## config.mk

```make
export PLATFORM = sky130hd
export DESIGN_NAME = delimited_packet_deframer
export DESIGN_NICKNAME = d
export VERILOG_FILES = /design/src/hdl/dpd_pkg.sv /design/src/hdl/delimited_packet_deframer.sv
export SDC_FILE = /design/constraint.sdc
export NUM_CORES = 1
export LEC_CHECK = 0
export BUFFER_PORTS_ARGS = -buffer_cell sky130_fd_sc_hd__clkbuf_2
export CAP_MARGIN = 20
export CORE_AREA = 2 2 150 299
export CTS_CLUSTER_DIAMETER = 80
export DETAILED_ROUTE_END_ITERATION = 10
export DIE_AREA = 0 0 152 301
export PLACE_DENSITY = 0.75
export SKIP_LAST_GASP = 1
export SLEW_MARGIN = 20
export SYNTH_ARGS = -nofsm -noshare
export SYNTH_HDL_FRONTEND = slang
export SYNTH_SLANG_ARGS = --single-unit
```

## constraint.sdc

```tcl
create_clock -name clock -period 5.8 [get_ports clock]
set_input_delay 1.74 -clock clock [delete_from_list [all_inputs] [get_ports clock]]
set_output_delay 1.74 -clock clock [all_outputs]
set_load 0.01 [all_outputs]
```

## src/hdl/dpd_pkg.sv

```systemverilog
package dpd_pkg;

   localparam int unsigned PAYLOAD_DEPTH_DEF = 64;

   localparam logic [7:0] START0   = 8'hED;
   localparam logic [7:0] START1   = 8'h8C;
   localparam logic [7:0] END_MARK = 8'h8D;
   localparam logic [7:0] BYTE_MASK = 8'hFF;

   localparam int unsigned BYTE_W  = 8;
   localparam int unsigned INDEX_W = 6;
   localparam int unsigned COUNT_W = 7;
   localparam int unsigned FRAME_W = 16;
   localparam int unsigned RSP_W   = 32;

   localparam logic [2:0] PH_SD0  = 3'd0;
   localparam logic [2:0] PH_SD1  = 3'd1;
   localparam logic [2:0] PH_LEN  = 3'd2;
   localparam logic [2:0] PH_DATA = 3'd3;
   localparam logic [2:0] PH_SUM  = 3'd4;
   localparam logic [2:0] PH_END  = 3'd5;
   localparam logic [2:0] PH_RD   = 3'd6;
   localparam logic [2:0] PH_SHOW = 3'd7;

endpackage

```

## src/hdl/delimited_packet_deframer.sv

```systemverilog
// Delimited packet deframer.
// The req channel carries one received link byte per beat. Frames are
// 0xED 0x8C LEN payload[LEN] CHECKSUM 0x8D; LEN + payload + checksum must
// sum to zero modulo 256 and LEN must lie in 1..PAYLOAD_DEPTH.
// Anything malformed is dropped silently and the block hunts for 0xED again.
// Header, payload, checksum and end bytes are accepted without stalling.
// After a good end byte the payload held in the internal byte memory is
// sent on the rsp channel, one beat per byte with its index, the running
// good-frame count and tlast on the final byte. The first rsp beat is
// offered after the end byte is accepted, once the PH_RD state has loaded
// the memory read data register; the following beats come one per cycle
// while rsp_tready is high, since the next memory read is issued in the
// cycle that the current beat is taken. req_tready is low in PH_RD and
// PH_SHOW, the whole drain. A stall on rsp_tready simply holds the current beat and
// the memory read data register. Synchronous reset returns the receiver to
// hunting for 0xED with the frame counter at zero; the payload memory is
// not cleared, as only bytes written by the current frame are ever sent.
module delimited_packet_deframer #(
   parameter int unsigned PAYLOAD_DEPTH = dpd_pkg::PAYLOAD_DEPTH_DEF
) (
   input  logic                      clock,
   input  logic                      reset,
   input  logic                      req_tvalid,
   output logic                      req_tready,
   input  logic [dpd_pkg::BYTE_W-1:0] req_tdata,  // [7:0] rx_byte
   output logic                      rsp_tvalid,
   input  logic                      rsp_tready,
   output logic [dpd_pkg::RSP_W-1:0] rsp_tdata,   // [7:0] payload_byte,
                                                  // [13:8] byte_index,
                                                  // [29:14] good_frames, [31:30] 0
   output logic                      rsp_tlast    // last_byte
);
   import dpd_pkg::*;

   localparam int unsigned AW = (PAYLOAD_DEPTH > 1) ? $clog2(PAYLOAD_DEPTH) : 1;
   localparam logic [BYTE_W-1:0] DEPTH_B = BYTE_W'(PAYLOAD_DEPTH);

   logic [2:0]         phase_ff, phase_in;
   logic [COUNT_W-1:0] left_ff, left_in;
   logic [BYTE_W-1:0]  sum_ff, sum_in;
   logic [COUNT_W-1:0] count_ff, count_in;
   logic [FRAME_W-1:0] frames_ff, frames_in;
   logic [INDEX_W-1:0] idx_ff, idx_in;
   logic [BYTE_W-1:0]  mem_q_ff;

   logic [BYTE_W-1:0]  mem [PAYLOAD_DEPTH];

   logic               req_beat, rsp_beat, last;
   logic               wr_en, rd_en;
   logic [BYTE_W-1:0]  b;
   logic [BYTE_W-1:0]  sum_add;

   assign b          = req_tdata & BYTE_MASK;
   assign req_tready = (phase_ff != PH_RD) && (phase_ff != PH_SHOW);
   assign req_beat   = req_tvalid && req_tready;
   assign rsp_tvalid = (phase_ff == PH_SHOW);
   assign rsp_beat   = rsp_tvalid && rsp_tready;
   assign last       = (COUNT_W'({1'b0, idx_ff}) + COUNT_W'(1)) == count_ff;
   assign sum_add    = sum_ff + b;

   assign rsp_tlast = last;
   assign rsp_tdata = {2'b00, frames_ff, idx_ff, mem_q_ff};

   always_comb begin
      phase_in  = phase_ff;
      left_in   = left_ff;
      sum_in    = sum_ff;
      count_in  = count_ff;
      frames_in = frames_ff;
      idx_in    = idx_ff;
      wr_en     = 1'b0;
      rd_en     = 1'b0;
      case (phase_ff)
         PH_SD0: begin
            if (req_beat && b == START0) begin
               phase_in = PH_SD1;
               count_in = '0;
            end
         end
         PH_SD1: begin
            if (req_beat) begin
               phase_in = (b == START1) ? PH_LEN : PH_SD0;
            end
         end
         PH_LEN: begin
            if (req_beat) begin
               if (b == '0 || b > DEPTH_B) begin
                  phase_in = PH_SD0;
               end else begin
                  sum_in   = b;
                  left_in  = b[COUNT_W-1:0];
                  phase_in = PH_DATA;
               end
            end
         end
         PH_DATA: begin
            if (req_beat) begin
               if (count_ff < COUNT_W'(PAYLOAD_DEPTH)) begin
                  wr_en    = 1'b1;
                  count_in = count_ff + COUNT_W'(1);
               end
               sum_in  = sum_add;
               left_in = left_ff - COUNT_W'(1);
               if (left_in == '0) begin
                  phase_in = PH_SUM;
               end
            end
         end
         PH_SUM: begin
            if (req_beat) begin
               sum_in   = sum_add;
               phase_in = (sum_add == '0) ? PH_END : PH_SD0;
            end
         end
         PH_END: begin
            if (req_beat) begin
               if (b == END_MARK) begin
                  frames_in = frames_ff + FRAME_W'(1);
                  phase_in  = PH_RD;
               end else begin
                  phase_in = PH_SD0;
               end
            end
         end
         PH_RD: begin
            idx_in   = '0;
            rd_en    = 1'b1;
            phase_in = PH_SHOW;
         end
         PH_SHOW: begin
            if (rsp_beat) begin
               if (last) begin
                  phase_in = PH_SD0;
               end else begin
                  idx_in = idx_ff + INDEX_W'(1);
                  rd_en  = 1'b1;
               end
            end
         end
         default: begin
            phase_in = PH_SD0;
         end
      endcase
   end

   always_ff @(posedge clock) begin
      if (reset) begin
         phase_ff  <= PH_SD0;
         left_ff   <= '0;
         sum_ff    <= '0;
         count_ff  <= '0;
         frames_ff <= '0;
      end else begin
         phase_ff  <= phase_in;
         left_ff   <= left_in;
         sum_ff    <= sum_in;
         count_ff  <= count_in;
         frames_ff <= frames_in;
      end
   end

   always_ff @(posedge clock) begin
      idx_ff <= idx_in;
   end

   always_ff @(posedge clock) begin
      if (wr_en) begin
         mem[AW'(count_ff)] <= b;
      end
      if (rd_en) begin
         mem_q_ff <= mem[AW'(idx_in)];
      end
   end

`ifndef SYNTHESIS
   a_no_overlap: assert property (@(posedge clock) disable iff (reset)
      !(req_tready && rsp_tvalid))
      else $error("input taken while draining payload");

   a_last_ends: assert property (@(posedge clock) disable iff (reset)
      (rsp_beat && rsp_tlast) |=> !rsp_tvalid)
      else $error("beat after last payload byte");

   a_index_step: assert property (@(posedge clock) disable iff (reset)
      (rsp_beat && !rsp_tlast) |=>
         (rsp_tvalid && rsp_tdata[13:8] == $past(rsp_tdata[13:8]) + INDEX_W'(1)))
      else $error("payload index did not advance by one");

   a_count_bound: assert property (@(posedge clock) disable iff (reset)
      count_ff <= COUNT_W'(PAYLOAD_DEPTH))
      else $error("stored count beyond payload depth");

   a_first_index: assert property (@(posedge clock) disable iff (reset)
      (phase_ff == PH_RD) |=> (rsp_tvalid && rsp_tdata[13:8] == '0))
      else $error("drain did not start at index zero");
`endif

endmodule
```

==> impl_metrics.toml, run 1 <==
[finish]
antenna_cells = 0
register_area_um2 = 16600
synthToLayoutAreaGrowth_pct = 9.21
drive_gt1_share_pct = 14.6
postLayoutCoreUtil_pct = 59.4
nets = 1669
multi_input_area_um2 = 6500
final.fill_count = 3165

[synth]
synth_xor_area_share_pct = 1.22
async_reset_ff_share_pct = 0
muxShareOfSynthArea_pct = 9.35
synthFlopType = "edfxtp_1"
syn_area_um2 = 23600
synth_area_leaders = "edfxtp_1 66%, mux2i_1 4.3%, dfxtp_1 4.0%"
synth-edff-count = 520
yosysTopAreaCell = "edfxtp_1"
ys_seq_area_share_pct = 70.1
synth_common_cells = "520 x edfxtp_1, 171 x nand2_1, 124 x nor2_1, 102 x mux2i_1, 101 x a21oi_1"
synth-simple-area-share_pct = 8.05
synth_top_family_by_area = "multiplexers"
ys_seq_elements = 567
synth_compound_area_share_pct = 8.14
synth-adder-area-share_pct = 0.721
yosysMostFrequentCell = "edfxtp_1"
synth_top_area_share_pct = 66.1
yosysWarnings = 0
avgSynthCellArea_um2 = 14.8
synthCells = 1594
ys_types = 76

[cts]
clock_path_buffers = 3
cts_tree = "yes"
cts.sinks = 567
path_clk_slew_ps = 70
postCtsHoldBufs = 0
htree_levels = 2
clock_latency_ps = 580
cts_setup_buffers = 0
cts_buffers = 45
cts_resized = 0
cts-root-buf = "clkbuf_16"

[die]
rows = 108
die_h_um = 301
die-area_um2 = 45800
chipWidth_um = 152
core_area_um2 = 43400
ioPinCount = 47
start_util_pct = 54.4

[grt]
grt_max_degree = 78
overflow = 0
track_usage_pct = 25.4
grt_first_pass_wirelength_um = 86500
grt_antenna_before_repair = 0
grt_pass1_vias = 14500

[worst_setup_path]
reg2reg_depth = 13
cp-startpoint = "idx_ff[1]"
crit_path_end_kind = "flip-flop"
r2r-end = "mem_q_ff[1]"
reg2reg_from = "idx_ff[1]"
arrival_ps = 4940
startpoint_type = "flip-flop"
cp_max_fo = 45
crit_required_ps = 6120
critPathCapture = "mem_q_ff[1]"
critical_path_class = "reg -> reg"
r2r_slack_ps = 1180

[sta]
max_slew_margin_pct = 30.6
fin_crit_sh_pct = 79.6
min_period_ps = 4620
worst_pin_slew_ps = 1040
report.final.slew_viol_count = 0
rsz0062_at_grt = "false"
fin_skew_ps = 28.8
fmax_mhz = 217
timing.final.hold_violations = 0
setup_viol_count_final = 0
tns_ps = 0

[power]
vdd_drop_max_v = 0.000295
powerDensity_nw_per_um2 = 291
total_power_mw = 7.50
leakage_nw = 8.90

[routing]
dr_total_vias = 14100
drtPass1Iterations = 6
drt_iter0_drc = 1543
drc = 0
ant_nets = 0
drt-wirelength-per-cell_um = 26.3
drt-vias-per-instance = 6.35
wirelength_um = 58700

[flow_run]
drv_cap = 0

[placement]
dp_hpwl_um = 39100
portBuffers = 44
place_congestion = 0.985

[min_path]
holdCritPathClass = "reg -> reg"

[outcome]
status = "complete, no violations"
flip-flops by register name, summed over array words and instances, names as in the netlist:
| register | flops |
|---|---|
| mem | 512 |
| mem_q_ff | 8 |
| sum_ff | 8 |
| count_ff | 7 |
| phase_ff | 3 |
| idx_ff | 6 |
| frames_ff | 16 |
| left_ff | 7 |
how the worst min path moves through the flow:
stage / startpoint / endpoint / slack [ps] / cells after the start
after floorplan: count_ff[6] / count_ff[6] / 470 / 2
after global placement: frames_ff[5] / frames_ff[5] / 480 / 2
after detailed placement: frames_ff[14] / frames_ff[14] / 500 / 2
after CTS: frames_ff[5] / frames_ff[5] / 510 / 2
after global routing: frames_ff[14] / frames_ff[14] / 530 / 2
final: frames_ff[5] / frames_ff[5] / 510 / 2
layer usage:
layer  wire, µm  vias up  GRT usage, %  part of all wire (%)
li1           -     6224             -                     -
met1      18700     6985          26.1                    32
met2      30900      704          45.9                    53
met3       3800      234          3.63                   6.5
met4       5220        0          20.1                   8.9
met5          0        -             0                     0
critical path, stage by stage (launching register included):
cell and delay, ps:
dfxtp_1 550, ha_1 360, nand3_1 150, o21ai_0 240, o2111ai_2 270, or3b_1 400
and3_1 220, inv_6 410, buf_4 460, mux2i_1 560, o22ai_1 150, o22ai_1 210
a21oi_1 90, a211o_1 300
layout make-up:
| cell class | count | share of cell area (%) |
|---|---|---|
| multi-input combinational | 922 | 25.2 |
| clock inverter | 27 | 0.840 |
| sequential | 567 | 64.2 |
| inverter | 19 | 0.306 |
| timing repair buffer | 89 | 2.26 |
| clock buffer | 55 | 4.51 |
| tap | 550 | 2.67 |
layout by cell type, fill, tap and decap left out, types with 8 or more instances in the layout:
| cell | instances |
|---|---|
| o21ai_0 | 23 |
| nor2_1 | 124 |
| mux2_2 | 23 |
| clkbuf_16 | 45 |
| or3_1 | 15 |
| nand3_1 | 28 |
| buf_4 | 43 |
| a22o_1 | 9 |
| clkinv_2 | 8 |
| nand4_1 | 21 |
| clkbuf_2 | 44 |
| o211ai_1 | 9 |
| mux2i_1 | 102 |
| xnor2_1 | 15 |
| a32oi_1 | 11 |
| a21oi_1 | 100 |
| edfxtp_1 | 520 |
| dfxtp_1 | 47 |
| a211oi_1 | 8 |
| clkbuf_1 | 10 |
| xor2_1 | 16 |
| nand2_1 | 171 |
| inv_1 | 15 |
| mux4_2 | 40 |
| a22oi_1 | 47 |
| o22ai_1 | 28 |
| ha_1 | 12 |
cells by family (layout without fill, tap and decap cells):
| kind of cell | count (synthesis) | in the layout |
|---|---|---|
| AO/OA/AOI/OAI | 290 | 290 |
| flip-flops | 567 | 567 |
| multiplexers | 167 | 167 |
| buffers and inverters | 106 | 190 |
| adder cells (fa/ha/maj) | 13 | 13 |
| AND/OR/NAND/NOR | 418 | 418 |
| other | 1 | 2 |
| XOR/XNOR | 32 | 32 |
per-stage QoR:
step | setup WS, ps | instance area [µm²] | hold WS, ps | instances
after floorplan | 1810 | 23600 | 471 | 1595
after global placement | 974 | 24400 | 475 | 2147
after detailed placement | 973 | 24400 | 499 | 2147
after CTS | 1310 | 25800 | 509 | 2229
after global routing | 1070 | 25800 | 526 | 2229
final | 1180 | 25800 | 507 | 2229
power breakdown:
part	switching (mW)	leakage [nW]	internal, mW
logic	0.0886	3.19	0.0143
clock network	1.40	0.668	1.54
registers	0.000334	5.05	4.45
total	1.49	8.90	6.00
Power figures use the tool's default switching activity.
==> inputs of run 2 (changes only) <==
--- a/config.mk
+++ b/config.mk
@@ -5,13 +5,14 @@
 export SDC_FILE = /design/constraint.sdc
 export NUM_CORES = 1
 export LEC_CHECK = 0
+export ABC_AREA = 1
 export BUFFER_PORTS_ARGS = -buffer_cell sky130_fd_sc_hd__clkbuf_2
 export CAP_MARGIN = 20
-export CORE_AREA = 2 2 150 299
+export CORE_AREA = 2 2 158 314
 export CTS_CLUSTER_DIAMETER = 80
 export DETAILED_ROUTE_END_ITERATION = 10
-export DIE_AREA = 0 0 152 301
-export PLACE_DENSITY = 0.75
+export DIE_AREA = 0 0 160 316
+export PLACE_DENSITY = 0.76
 export SKIP_LAST_GASP = 1
 export SLEW_MARGIN = 20
 export SYNTH_ARGS = -nofsm -noshare
==> constraint.sdc (replaced) <==
create_clock -name clock -period 4.5 [get_ports clock]
set_input_delay 1.35 -clock clock [delete_from_list [all_inputs] [get_ports clock]]
set_output_delay 1.35 -clock clock [all_outputs]
set_load 0.01 [all_outputs]
==> impl_metrics.toml, run 2 <==
[outcome]
status = "complete, no violations"

[synth]
avgSynthCellArea_um2 = 9.83
syn_area_um2 = 26200
ys_seq_elements = 567
ys_types = 45
yosysTopAreaCell = "edfxtp_1"
synthCells = 2666
synth_top_area_share_pct = 59.6
ys_seq_area_share_pct = 63.2
synth_common_cells = "520 x edfxtp_1, 501 x inv_1, 470 x nand3_1, 465 x nand2_1, 185 x nand4_1"
synth-edff-count = 520
yosysMostFrequentCell = "edfxtp_1"
yosysWarnings = 0
synthFlopType = "edfxtp_1"
synth_area_leaders = "edfxtp_1 60%, nand3_1 9.0%, inv_1 7.2%"
async_reset_ff_share_pct = 0

[power]
powerDensity_nw_per_um2 = 353
vdd_drop_max_v = 0.000504
leakage_nw = 11.8
total_power_mw = 10.2

[routing]
drt_iter0_drc = 2703
drt-vias-per-instance = 5.94
dr_total_vias = 19900
drc = 0
wirelength_um = 76200
ant_nets = 0
drt-wirelength-per-cell_um = 22.7
drtPass1Iterations = 6

[cts]
htree_levels = 2
cts_tree = "yes"
cts_setup_buffers = 0
cts_resized = 0
path_clk_slew_ps = 70
clock_latency_ps = 590
cts.sinks = 567
postCtsHoldBufs = 0
cts_buffers = 47
clock_path_buffers = 3
cts-root-buf = "clkbuf_16"

[worst_setup_path]
crit_path_end_kind = "flip-flop"
critical_path_class = "reg -> reg"
cp_max_fo = 33
reg2reg_depth = 18
crit_required_ps = 4840
cp-startpoint = "idx_ff[1]"
reg2reg_from = "idx_ff[1]"
r2r_slack_ps = 340
startpoint_type = "flip-flop"
arrival_ps = 4500
r2r-end = "mem_q_ff[6]"

[placement]
portBuffers = 44
dp_hpwl_um = 49000
place_congestion = 1.03
dp_slack_ps = 166

[die]
die-area_um2 = 50600
rows = 114
die_h_um = 316
chipWidth_um = 160
core_area_um2 = 48200
ioPinCount = 47
start_util_pct = 54.4

[finish]
regMostFlops = "mem"
final.fill_count = 3984
reg_top3 = "mem x512, frames_ff x16"
nets = 2700
drive_gt1_share_pct = 7.67
antenna_cells = 0
synthToLayoutAreaGrowth_pct = 9.87
layout_commonest_cell = "edfxtp_1"
largest_reg_flops = 512
mostFrequentLayoutCells = "520 x edfxtp_1, 499 x inv_1, 469 x nand3_1, 465 x nand2_1, 185 x nand4_1"

[sta]
fin_skew_ps = 13.8
fin_crit_sh_pct = 92.5
fmax_mhz = 240
timing.final.hold_violations = 0
timing.final.ws_setup_ps = 340
report.final.slew_viol_count = 0
max_slew_margin_pct = 25.5
tns_ps = 0
hold_ws_ps = 482
setup_viol_count_final = 0
rsz0062_at_grt = "false"
worst_pin_slew_ps = 1110
min_period_ps = 4160

[grt]
grt_pass1_vias = 19700
grt_first_pass_wirelength_um = 115000
track_usage_pct = 30.0
grt_antenna_before_repair = 1
overflow = 0
grt_max_degree = 177

[min_path]
holdCritPathClass = "reg -> reg"
min_from = "frames_ff[15]"
hold_depth = 2
min_to = "frames_ff[15]"

[flow_run]
drv_cap = 0
run 2: cells by family (layout without fill, tap and decap cells):
logic type / count (synthesis) / after routing / share of synthesized area (%)
buf+inv: 667 / 713 / 10.1
compound gates: 140 / 140 / 3.05
xor+xnor: 11 / 11 / 0.368
flops: 567 / 567 / 63.2
fa+ha+maj: 13 / 13 / 0.649
simple gates: 1267 / 1267 / 22.6
other cells: 1 / 2 / 0.0143
run 2: where the power goes:
group          internal (mW)  switching, mW  leakage, nW
clock                   2.35           1.89        0.761
sequential              5.74        0.00534         5.05
combinational         0.0266          0.158         5.99
run 2: through the flow:
step | cell area (µm²) | instances | util [%]
floorplan | 26200 | 2667 | -
global placement | 27200 | 3264 | 56.5
detailed placement | 27200 | 3264 | 56.5
CTS | 28800 | 3351 | 59.7
global route | 28800 | 3351 | 59.7
finish | 28800 | 3351 | 59.7
run 2: how the worst max path moves through the flow:
stage | to | depth (start not counted) | slack (ps)
2_1_floorplan | mem[0][0] | 5 | 1390
3_3_place_gp | mem_q_ff[1] | 13 | 180
3_5_place_dp | mem_q_ff[5] | 13 | 170
4_1_cts | mem_q_ff[1] | 19 | 450
5_1_grt | mem_q_ff[1] | 18 | 140
6_report | mem_q_ff[6] | 18 | 340
run 2: worst max-delay path: stages, from the launching register on:
cell	delay (ps)
dfxtp_1	490
ha_1	290
inv_1	60
nand2_1	80
nand2_1	70
nand2_1	60
nand2_1	50
nor2_1	140
nand2_1	70
nor2_1	140
nand2_2	140
nand2_4	160
inv_1	120
a21oi_2	160
clkinv_1	860
nand3_1	360
nand3_1	280
nand3_1	250
nand2_1	90
run 2: layout make-up:
| type | instances | area (µm²) | area share, % |
|---|---|---|---|
| clock buffers | 65 | 1320 | 4.57 |
| clock inverters | 22 | 253 | 0.878 |
| inverters | 512 | 1930 | 6.69 |
| multi-input cells | 1433 | 7040 | 24.4 |
| flip-flops and latches | 567 | 16600 | 57.5 |
| well taps | 638 | 798 | 2.77 |
| repair buffers | 114 | 908 | 3.15 |
run 2: routing by layer:
layer	share of wire [%]	global-route usage, %	vias up
met3	7.0	3.31	347
met5	0	0	-
met2	50	52.8	1109
li1	-	-	9004
met1	33	32.4	9457
met4	10	25.5	0
==> inputs of run 3 (changes only) <==
--- a/config.mk
+++ b/config.mk
@@ -8,10 +8,10 @@
 export ABC_AREA = 1
 export BUFFER_PORTS_ARGS = -buffer_cell sky130_fd_sc_hd__clkbuf_2
 export CAP_MARGIN = 20
-export CORE_AREA = 2 2 158 314
+export CORE_AREA = 4 4 160 316
 export CTS_CLUSTER_DIAMETER = 80
 export DETAILED_ROUTE_END_ITERATION = 10
-export DIE_AREA = 0 0 160 316
+export DIE_AREA = 0 0 164 320
 export PLACE_DENSITY = 0.76
 export SKIP_LAST_GASP = 1
 export SLEW_MARGIN = 20
==> impl_metrics.toml, run 3 (synthesized netlist as in run 2, its figures left out) <==
[outcome]
status = "complete, no violations"

[finish]
nets = 2691
postLayoutCoreUtil_pct = 59.3
drive_gt1_share_pct = 7.40
layout_commonest_cell = "edfxtp_1"
regMostFlops = "mem"
reg_top3 = "mem x512, frames_ff x16"
mostFrequentLayoutCells = "520 x edfxtp_1, 500 x inv_1, 469 x nand3_1, 465 x nand2_1, 185 x nand4_1"
largest_reg_flops = 512
antenna_cells = 0
synthToLayoutAreaGrowth_pct = 9.14

[grt]
track_usage_pct = 28.8
overflow = 0
grt_first_pass_wirelength_um = 114000
grt_max_degree = 177
grt_pass1_vias = 19500
grt_antenna_before_repair = 2

[cts]
path_clk_slew_ps = 70
htree_levels = 2
cts_tree = "yes"
cts_resized = 0
cts_setup_buffers = 0
cts-root-buf = "clkbuf_16"
postCtsHoldBufs = 0
cts.sinks = 567
clock_path_buffers = 3
clock_latency_ps = 590
cts_buffers = 45

[die]
ioPinCount = 47
chipWidth_um = 164
die-area_um2 = 52500
rows = 114
start_util_pct = 54.4
die_h_um = 320
core_area_um2 = 48200

[routing]
dr_total_vias = 20000
top_layer = "met4"
drt_iter0_drc = 2280
drt-vias-per-instance = 6.00
drtPass1Iterations = 6
drc = 0
drt-wirelength-per-cell_um = 22.7
m1WireLength_um = 23700
met3WireLength_um = 6230
wirelength_um = 75700
ant_nets = 0
dr_wl_met2_um = 38900

[power]
vdd_drop_max_v = 0.000371
powerDensity_nw_per_um2 = 346
leakage_nw = 11.7

[sta]
setup_viol_count_final = 0
report.final.slew_viol_count = 0
fin_skew_ps = 21.4
max_slew_margin_pct = 32.0
tns_ps = 0
fin_crit_sh_pct = 93.4
timing.final.hold_violations = 0
fmax_mhz = 238
min_period_ps = 4200
timing.final.ws_setup_ps = 298
worst_pin_slew_ps = 1020
rsz0062_at_grt = "false"

[worst_setup_path]
crit_required_ps = 4840
crit_path_end_kind = "flip-flop"
critical_path_class = "reg -> reg"
arrival_ps = 4540
startpoint_type = "flip-flop"
r2r_slack_ps = 300
cp_max_fo = 88
reg2reg_from = "idx_ff[0]"
reg2reg_depth = 20
r2r-end = "mem_q_ff[5]"

[placement]
dp_hpwl_um = 48700
place_congestion = 0.939
portBuffers = 44
dp_slack_ps = 169

[min_path]
min_from = "frames_ff[8]"
hold_depth = 2
holdCritPathClass = "reg -> reg"
min_to = "frames_ff[8]"

[flow_run]
drv_cap = 0
==> run 3: cell types whose count changed in the layout (fill, tap and decap cells not counted), sizes merged <==
cell,delta
clkbuf,-12
buf,-7
inv,+1
bufinv,-2
clkinvlp,+1
clkinv,+7
==> run 3: worst max-delay path by stage <==
stage                     slack, ps     endpoint  startpoint
after floorplan                1390    mem[0][0]  req_tvalid
after global placement          240  mem_q_ff[5]  rsp_tready
after detailed placement        170  mem_q_ff[5]  rsp_tready
after CTS                       500  mem_q_ff[5]   idx_ff[0]
after global routing            160  mem_q_ff[5]   idx_ff[0]
final                           300  mem_q_ff[5]   idx_ff[0]
==> run 3: per-layer routing <==
metal	up-vias	global-route usage [%]
li1	8976	-
met1	9432	31.4
met2	1261	50.5
met3	360	3.78
met4	0	21.2
met5	-	0
==> run 3: per-stage QoR <==
| step | power (mW) | area [µm²] | std cells | hold slack (ps) |
|---|---|---|---|---|
| 2_1_floorplan | 5.90 | 26200 | 2667 | 470 |
| 6_report | 9.89 | 28600 | 3339 | 496 |
| 5_1_grt | 10.1 | 28600 | 3339 | 532 |
| 3_3_place_gp | 6.02 | 27200 | 3257 | 470 |
| 3_5_place_dp | 6.03 | 27200 | 3257 | 486 |
| 4_1_cts | 9.89 | 28600 | 3339 | 496 |
==> run 3: critical path: stages (launching register included) <==
cell     delay [ps]
dfxtp_1         590
ha_1            280
nand2_1         120
inv_1           120
nand2_2         100
nand2_1          80
nand2_1          50
nand3_1          70
nor2_1           60
nand2_2         140
nand2_4         130
nand2_4         120
buf_12          280
buf_12          370
nand4_1         150
nand3_1         150
nand3_1         170
nand3_1         190
nand3_1         330
nand3_1         260
nand2_1          80
==> run 3: where the power goes <==
part | switching (mW) | internal [mW]
Sequential | 0.00544 | 5.74
Combinational | 0.148 | 0.0259
Clock | 1.88 | 2.09
==> run 3: cell type report <==
cell class	instances	area (µm²)
Tap cell	638	798
Sequential cell	567	16600
Fill cell	4016	19600
Timing Repair Buffer	107	856
Clock inverter	29	233
Clock buffer	53	1200
Multi-Input combinational cell	1433	7040
Inverter	512	1930
